File: src/design/dwlr_pkg.sv
`timescale 1ns / 1ps
// ----------------------------------------------------------------------------
// dwlr_pkg
// Types and codes shared by the deque core, its front end and its back end.
// ----------------------------------------------------------------------------
package dwlr_pkg;

  // input item kinds
  localparam logic [1:0] KIND_LOAD    = 2'd0;
  localparam logic [1:0] KIND_REVERSE = 2'd1;
  localparam logic [1:0] KIND_DELETE  = 2'd2;
  localparam logic [1:0] KIND_FINISH  = 2'd3;

  // result status codes
  localparam logic [1:0] STATUS_OK    = 2'd0;
  localparam logic [1:0] STATUS_ERROR = 2'd1;
  localparam logic [1:0] STATUS_EMPTY = 2'd2;

  // fixed field widths
  localparam int ELEMENT_BITS = 16;

  // command queue between front and back
  localparam int QDEPTH  = 4;
  localparam int QIDX_W  = $clog2(QDEPTH);
  localparam int QCNT_W  = $clog2(QDEPTH + 1);

  typedef struct packed {
    logic [1:0]              kind;
    logic [ELEMENT_BITS-1:0] value;
  } in_item_t;

  typedef struct packed {
    logic [ELEMENT_BITS-1:0] element;
    logic [1:0]              status;
    logic                    last;
  } result_t;

  typedef enum logic [1:0] {
    OP_LOAD    = 2'd0,
    OP_REVERSE = 2'd1,
    OP_DELETE  = 2'd2,
    OP_FINISH  = 2'd3
  } op_t;

  typedef struct packed {
    op_t                     op;
    logic [ELEMENT_BITS-1:0] value;
  } cmd_t;

endpackage

File: src/design/deque_with_lazy_reverse_core.sv
`timescale 1ns / 1ps
// ----------------------------------------------------------------------------
// deque_with_lazy_reverse_core
// Bounded ring-buffer deque with a reverse flag and a draining finish command.
// ----------------------------------------------------------------------------
// Usage:
//   Input: an item (kind, value) is taken at a clock edge where start is high
//   and busy is low. Items go into a four-entry command queue; busy is high
//   while that queue is full.
//   Output: each result sits on result for exactly one cycle with strobe high;
//   the receiver cannot stall, so nothing holds results back.
//   Load, reverse and delete are executed by the back end and give no
//   result. A finish on an error or empty store gives one result. A finish
//   with n elements first sets up the drain, then does one memory read per
//   cycle from the single read port, so results stream one per cycle in
//   logical order, last marked. The first result of an item waits behind any
//   queued work ahead of it in the command queue; a drain result also passes
//   the drain setup and the registered read.
//   Reset clears the queue, pointers, count and flags; the store itself needs
//   no clearing since only occupied slots are ever read.
// ----------------------------------------------------------------------------
module deque_with_lazy_reverse_core #(
  parameter int DEPTH      = 64,
  parameter int VALUE_BITS = 16
) (
  input  logic              clk,
  input  logic              rst,
  input  logic              start,
  output logic              busy,
  input  dwlr_pkg::in_item_t item,
  output logic              strobe,
  output dwlr_pkg::result_t result
);
  import dwlr_pkg::*;

  logic q_valid;
  logic q_pop;
  cmd_t q_cmd;

  // front end: accept, classify, buffer
  dwlr_front u_front (
    .clk     (clk),
    .rst     (rst),
    .start   (start),
    .busy    (busy),
    .item    (item),
    .q_valid (q_valid),
    .q_cmd   (q_cmd),
    .q_pop   (q_pop)
  );

  // back end: execute and drain
  dwlr_back #(
    .DEPTH      (DEPTH),
    .VALUE_BITS (VALUE_BITS)
  ) u_back (
    .clk     (clk),
    .rst     (rst),
    .q_valid (q_valid),
    .q_cmd   (q_cmd),
    .q_pop   (q_pop),
    .strobe  (strobe),
    .result  (result)
  );

endmodule

File: src/design/dwlr_front.sv
`timescale 1ns / 1ps
// ----------------------------------------------------------------------------
// dwlr_front
// Accepts items, decodes them into commands and buffers them in a small
// queue so the back end can stall during a drain without losing items.
// ----------------------------------------------------------------------------
module dwlr_front (
  input  logic              clk,
  input  logic              rst,
  input  logic              start,
  output logic              busy,
  input  dwlr_pkg::in_item_t item,
  output logic              q_valid,
  output dwlr_pkg::cmd_t    q_cmd,
  input  logic              q_pop
);
  import dwlr_pkg::*;

  cmd_t              q_mem [QDEPTH];
  logic [QIDX_W-1:0] wr_ptr;
  logic [QIDX_W-1:0] rd_ptr;
  logic [QCNT_W-1:0] q_count;
  logic              push;
  cmd_t              cmd_in;

  // classify the incoming item
  always_comb begin
    cmd_in.value = item.value;
    case (item.kind)
      KIND_LOAD:    cmd_in.op = OP_LOAD;
      KIND_REVERSE: cmd_in.op = OP_REVERSE;
      KIND_DELETE:  cmd_in.op = OP_DELETE;
      KIND_FINISH:  cmd_in.op = OP_FINISH;
      default:      cmd_in.op = OP_LOAD;
    endcase
  end

  assign busy    = (q_count == QCNT_W'(QDEPTH));
  assign push    = start && !busy;
  assign q_valid = (q_count != '0);
  assign q_cmd   = q_mem[rd_ptr];

  // queue storage
  always_ff @(posedge clk) begin
    if (push) begin
      q_mem[wr_ptr] <= cmd_in;
    end
  end

  // queue pointers and fill level
  always_ff @(posedge clk) begin
    if (rst) begin
      wr_ptr  <= '0;
      rd_ptr  <= '0;
      q_count <= '0;
    end else begin
      if (push) begin
        wr_ptr <= wr_ptr + 1'b1;
      end
      if (q_pop) begin
        rd_ptr <= rd_ptr + 1'b1;
      end
      case ({push, q_pop})
        2'b10:   q_count <= q_count + 1'b1;
        2'b01:   q_count <= q_count - 1'b1;
        default: q_count <= q_count;
      endcase
    end
  end

`ifndef SYNTH
  a_no_pop_empty : assert property (@(posedge clk) disable iff (rst)
    q_pop |-> q_count != '0)
    else $error("pop from empty command queue");

  a_fill_level : assert property (@(posedge clk) disable iff (rst)
    (push && !q_pop) |=> q_count == $past(q_count) + 1'b1)
    else $error("command queue fill level did not track a push");
`endif

endmodule

File: src/design/dwlr_back.sv
`timescale 1ns / 1ps
// ----------------------------------------------------------------------------
// dwlr_back
// Executes queued commands on the ring buffer: pointer moves for load/delete,
// a reverse flip, a one-word-per-cycle drain or a status result for finish.
// ----------------------------------------------------------------------------
module dwlr_back #(
  parameter int DEPTH      = 64,
  parameter int VALUE_BITS = 16
) (
  input  logic             clk,
  input  logic             rst,
  input  logic             q_valid,
  input  dwlr_pkg::cmd_t   q_cmd,
  output logic             q_pop,
  output logic             strobe,
  output dwlr_pkg::result_t result
);
  import dwlr_pkg::*;

  localparam int IW = (DEPTH > 1) ? $clog2(DEPTH) : 1;
  localparam int CW = $clog2(DEPTH + 1);
  localparam logic [IW:0]   DEPTH_W = (IW + 1)'(DEPTH);
  localparam logic [IW-1:0] LAST_IX = IW'(DEPTH - 1);
  localparam logic [CW-1:0] FULL_C  = CW'(DEPTH);

  typedef enum logic [1:0] {
    ST_IDLE  = 2'b01,
    ST_DRAIN = 2'b10
  } state_t;

  logic [VALUE_BITS-1:0] mem [DEPTH];

  state_t                state;
  logic [IW-1:0]         head;
  logic [CW-1:0]         count;
  logic                  reversed;
  logic                  error_seen;
  logic [IW-1:0]         rd_ptr;
  logic [CW-1:0]         rem;
  logic                  drain_rev;
  logic                  out_valid;
  logic [1:0]            out_status;
  logic                  out_last;
  logic [VALUE_BITS-1:0] rd_data;

  logic                  we;
  logic [IW-1:0]         wr_addr;
  logic [VALUE_BITS-1:0] wdata;
  logic [IW-1:0]         head_inc;
  logic [IW-1:0]         head_dec;
  logic [IW-1:0]         tail_slot;
  logic [IW-1:0]         back_slot;
  logic [IW-1:0]         ptr_inc;
  logic [IW-1:0]         ptr_dec;

  // ring index helpers: sum of two in-range indices wraps with one subtract
  function automatic logic [IW-1:0] wrap_add(input logic [IW-1:0] a,
                                             input logic [IW-1:0] b);
    logic [IW:0] s;
    s = {1'b0, a} + {1'b0, b};
    if (s >= DEPTH_W) begin
      s = s - DEPTH_W;
    end
    return s[IW-1:0];
  endfunction

  function automatic logic [IW-1:0] step_up(input logic [IW-1:0] a);
    return (a == LAST_IX) ? '0 : a + 1'b1;
  endfunction

  function automatic logic [IW-1:0] step_down(input logic [IW-1:0] a);
    return (a == '0) ? LAST_IX : a - 1'b1;
  endfunction

  assign head_inc  = step_up(head);
  assign head_dec  = step_down(head);
  assign tail_slot = wrap_add(head, count[IW-1:0]);
  assign back_slot = wrap_add(head, IW'(count - 1'b1));
  assign ptr_inc   = step_up(rd_ptr);
  assign ptr_dec   = step_down(rd_ptr);

  assign q_pop = q_valid && (state == ST_IDLE);

  // load write: value fitted to the stored word width
  always_comb begin
    for (int i = 0; i < VALUE_BITS; i++) begin
      wdata[i] = (i < ELEMENT_BITS) ? q_cmd.value[i] : 1'b0;
    end
    we      = q_pop && (q_cmd.op == OP_LOAD) && (count != FULL_C);
    wr_addr = reversed ? head_dec : tail_slot;
  end

  // ring buffer storage with registered read
  always_ff @(posedge clk) begin
    if (we) begin
      mem[wr_addr] <= wdata;
    end
    if (state == ST_DRAIN) begin
      rd_data <= mem[rd_ptr];
    end
  end

  // command execution and drain sequencing
  always_ff @(posedge clk) begin
    if (rst) begin
      state      <= ST_IDLE;
      head       <= '0;
      count      <= '0;
      reversed   <= 1'b0;
      error_seen <= 1'b0;
      rem        <= '0;
      out_valid  <= 1'b0;
    end else begin
      out_valid <= 1'b0;
      case (state)
        ST_IDLE: begin
          if (q_pop) begin
            case (q_cmd.op)
              OP_LOAD: begin
                if (count != FULL_C) begin
                  if (reversed) begin
                    head <= head_dec;
                  end
                  count <= count + 1'b1;
                end
              end
              OP_REVERSE: begin
                if (!error_seen) begin
                  reversed <= !reversed;
                end
              end
              OP_DELETE: begin
                if (!error_seen) begin
                  if (count == '0) begin
                    error_seen <= 1'b1;
                  end else begin
                    if (!reversed) begin
                      head <= head_inc;
                    end
                    count <= count - 1'b1;
                  end
                end
              end
              OP_FINISH: begin
                if (error_seen || count == '0) begin
                  out_valid  <= 1'b1;
                  out_status <= error_seen ? STATUS_ERROR : STATUS_EMPTY;
                  out_last   <= 1'b1;
                end else begin
                  state     <= ST_DRAIN;
                  rd_ptr    <= reversed ? back_slot : head;
                  drain_rev <= reversed;
                  rem       <= count;
                end
                head       <= '0;
                count      <= '0;
                reversed   <= 1'b0;
                error_seen <= 1'b0;
              end
              default: begin
                state <= ST_IDLE;
              end
            endcase
          end
        end
        ST_DRAIN: begin
          out_valid  <= 1'b1;
          out_status <= STATUS_OK;
          out_last   <= (rem == CW'(1));
          rd_ptr     <= drain_rev ? ptr_dec : ptr_inc;
          rem        <= rem - 1'b1;
          if (rem == CW'(1)) begin
            state <= ST_IDLE;
          end
        end
        default: begin
          state <= ST_IDLE;
        end
      endcase
    end
  end

  // result view: stored word fitted to the element width
  always_comb begin
    for (int i = 0; i < ELEMENT_BITS; i++) begin
      result.element[i] = (i < VALUE_BITS && out_status == STATUS_OK) ?
                          rd_data[i] : 1'b0;
    end
    result.status = out_status;
    result.last   = out_last;
  end

  assign strobe = out_valid;

`ifndef SYNTH
  a_count_bound : assert property (@(posedge clk) disable iff (rst)
    count <= FULL_C)
    else $error("element count beyond capacity");

  a_drain_nonzero : assert property (@(posedge clk) disable iff (rst)
    (state == ST_DRAIN) |-> rem != '0)
    else $error("drain running with nothing left");

  a_single_result : assert property (@(posedge clk) disable iff (rst)
    (out_valid && out_status != STATUS_OK) |-> (out_last && state == ST_IDLE))
    else $error("error or empty result not alone");

  a_drain_clears : assert property (@(posedge clk) disable iff (rst)
    (state == ST_DRAIN) |-> (count == '0 || $past(state) == ST_IDLE) ||
                            !$past(q_pop))
    else $error("store not cleared when drain began");
`endif

endmodule

File: config.mk
export PLATFORM = sky130hd
export DESIGN_NAME = deque_with_lazy_reverse_core
export DESIGN_NICKNAME = d
export VERILOG_FILES = /design/src/design/dwlr_pkg.sv /design/src/design/deque_with_lazy_reverse_core.sv /design/src/design/dwlr_front.sv /design/src/design/dwlr_back.sv
export SDC_FILE = /design/constraint.sdc
export NUM_CORES = 1
export LEC_CHECK = 0
export ABC_AREA = 1
export BUFFER_PORTS_ARGS = -buffer_cell sky130_fd_sc_hd__buf_2
export CORE_MARGIN = 1
export CORE_UTILIZATION = 50
export DETAILED_ROUTE_END_ITERATION = 10
export PLACE_DENSITY_LB_ADDON = 0.08
export REMOVE_ABC_BUFFERS = 1
export SLEW_MARGIN = 25
export SYNTH_ARGS = -nofsm -noshare
export SYNTH_HDL_FRONTEND = slang
export SYNTH_SLANG_ARGS = --single-unit
export TNS_END_PERCENT = 5
File: constraint.sdc
create_clock -name clk -period 8.39 [get_ports clk]
set_input_delay 1.678 -clock clk [delete_from_list [all_inputs] [get_ports clk]]
set_output_delay 1.678 -clock clk [all_outputs]
set_load 0.02 [all_outputs]
==> results.md <==
- Fmax: 0.2465 GHz
- Clk slew on worst S/H paths: 0.06 ns
- CTS tree: done
- Power density over cell area: 319.1 nW/um2
- Area Growth Syn to Fin: 11.33%
- Via Count: 31.94k
- Final slew viol count: 0
- Max IR drop VDD: 0.2527 mV
- Worst path cell trace: inv_1 -> nand3_1 -> nand2_1 -> nand4_1 -> nor2_1 -> nand2_1 -> nor2_1 -> buf_4
- Crit path DAT: 4.44 ns
- Worst path required time: 8.77 ns
- Layout cells sized above 1: 7.904%
- Antenna cell count: 0
- Max stage delay cell, worst path: inv_1
- CTS Buffer Depth: 3
- Avg Cell Area, Syn: 11.07 um2
- Synth Instances: 4387
- Clk Latency, worst-skew pair: 0.71 ns
- H-Tree Depth: 3
- Commonest cells post-synth: 1122 x edfxtp_1, 1059 x nand2_1, 760 x nor2_1
- Die Y: 313.6 um
- First-pass GRT wire length: 192400 um
- Most area-hungry cell type in the Yosys netlist: edfxtp_1
- Routed len/inst: 22.10 um
- Max FO, Critical Path: 21
- Setup CP Type: register to register
- Clock skew: 0.02575 ns
- Dpl cells: 5559
- Yosys top cell area share: 69.40%
- RSZ-0062 raised after global routing: false
- Final routed DRC violation total: 0
- Resized cells post-CTS: 0
- # IOs: 42
- Routed WL: 127500 um
- Placement Cell Area: 50260 um2
- Worst slew pin tran: 1.153 ns
- Largest stage delay, worst path: 0.58 ns
- Total die area: 98350 um2
- Synth cell types: 37
- Max cap viols: 0
- Clock root buffer: clkbuf_16
- GPL Wtd Cong: 0.8530
- Rel. slew slack: 23.13%
- DRT Pass-1 Iters: 5
- Mapped cell area: 48550 um2
- HPWL Detailed: 69330 um
- Crit start category: register
- Top cells by area, synth: edfxtp_1 69%, nand2_1 8.2%, nor2_1 5.9%
- Setup violations, final: 0
- EDFF count, synth: 1122
- Core ar.: 95580 um2
- Most used flip-flop cell after synthesis: edfxtp_1
- Initial core utilization: 50.79%
- Post-cts hold buffer count: 0
- Finished Cell Area: 54050 um2
- Final period utilization: 48.36%
- Input/output buffers: 41
- PnR Total Power: 0.01725 W
- Reg2Reg Setup Slack: 4.33 ns
- Fin cells: 5769
- FF+latch count, synth: 1156
- Num CTS Buffers: 118
- GRT Resource Usage Total: 26.09%
- NumNets Final: 4467
- Initial antenna violation count: 0
- CP endpoint kind: register
- Final min period: 4.057 ns
- Hold Startpoint: u_front.rd_ptr[1]
- Lkg Pwr: 19.66 nW
- Post-synthesis sequential area ratio: 70.80%
- Path category of the worst min-delay check: register to register
- Number of global-route vias before repair: 30.46k
- Setup bufs post-CTS: 0
- # clock sinks: 1156
- Ys Warns: 0
- Rows: 113
- Initial DRC count: 3336
- Routed vias/inst: 5.536
- Asr flop ratio synth: 0%
- Fin. Hold Viols: 0
- Routed Antenna Nets: 0
- Top-count cell post-synth: edfxtp_1
- Largest net degree at the start of global routing: 180
- GRT overflow: 0
- Die Wd: 313.6 um
- Hold Worst Slack: 0.4694 ns
- Outcome: complete, no violations
[layer usage]
layer / routed length [um] / global-route usage, % / vias to the layer above
met5: 0 / 0 / -
met4: 3876 / 8.470 / 0
met3: 8092 / 4.321 / 211
met2: 59900 / 41.26 / 1025
met1: 55650 / 36.96 / 15550
li1: - / - / 15160
[placed cells by master, fill, tap and decap left out, types with 28 or more instances in the layout]
cell       instances
a21oi_1           80
buf_2             41
buf_4            110
clkbuf_16        124
dfxtp_1           34
edfxtp_1        1122
ha_1              28
inv_1            151
nand2_1         1059
nand3_1          342
nor2_1           758
o211ai_1          31
o21ai_0          394
o21ai_1           38
[area by class of cell]
| type | count | area, um2 |
|---|---|---|
| clock buffer | 152 | 3258 |
| clock inverter | 58 | 525.5 |
| fill | 8164 | 41530 |
| inverter | 158 | 608.1 |
| multi-input combinational | 2825 | 12600 |
| sequential | 1156 | 34370 |
| tap | 1265 | 1583 |
| timing repair buffer | 155 | 1102 |
[stage by stage]
step,setup slack [ns],util [%],setup TNS [ns]
floorplan,-11.84,-,-254.46
global placement,4.468,52.59,0
detailed placement,4.401,52.59,0
CTS,4.354,56.55,0
global route,3.999,56.55,0
finish,4.333,56.55,0
[final timing paths]
check                           end  cells past startpoint
hold / removal             register                      2
setup / recovery  u_back.mem[2][14]                      8
setup reg to reg  u_back.mem[2][14]                      8
hold reg to reg            register                      2
[report_power, final]
group	leakage, nW	switching, W	internal [W]
registers	10.4	0.000121	0.00759
logic	7.45	0.00344	0.000935
clock network	1.85	0.00217	0.00299
[kinds of logic after synthesis]
| logic type | after synthesis | share of synthesized area, % |
|---|---|---|
| flops | 1156 | 70.80 |
| compound gates | 573 | 6.154 |
| fa+ha+maj | 32 | 0.8711 |
| simple gates | 2205 | 18.17 |
| xor+xnor | 15 | 0.2706 |
| buf+inv | 406 | 3.734 |
[flip-flops by register name, summed over array words and instances, names as in the netlist, 3 cells and up, named ones only]
register,flops
u_front.q_count,3
u_back.mem,1024
u_back.rd_ptr,6
u_back.count,7
u_back.head,6
u_back.rd_data,16
u_back.rem,7
u_front.q_mem,72
[critical path, delay by kind of cell (launching register included)]
family | cells | cell delay (ns)
AND/OR/NAND/NOR | 6 | 2.28
buffers and inverters | 2 | 0.90
flip-flops | 1 | 0.55
No activity file was read; power rests on OpenSTA's default activity.
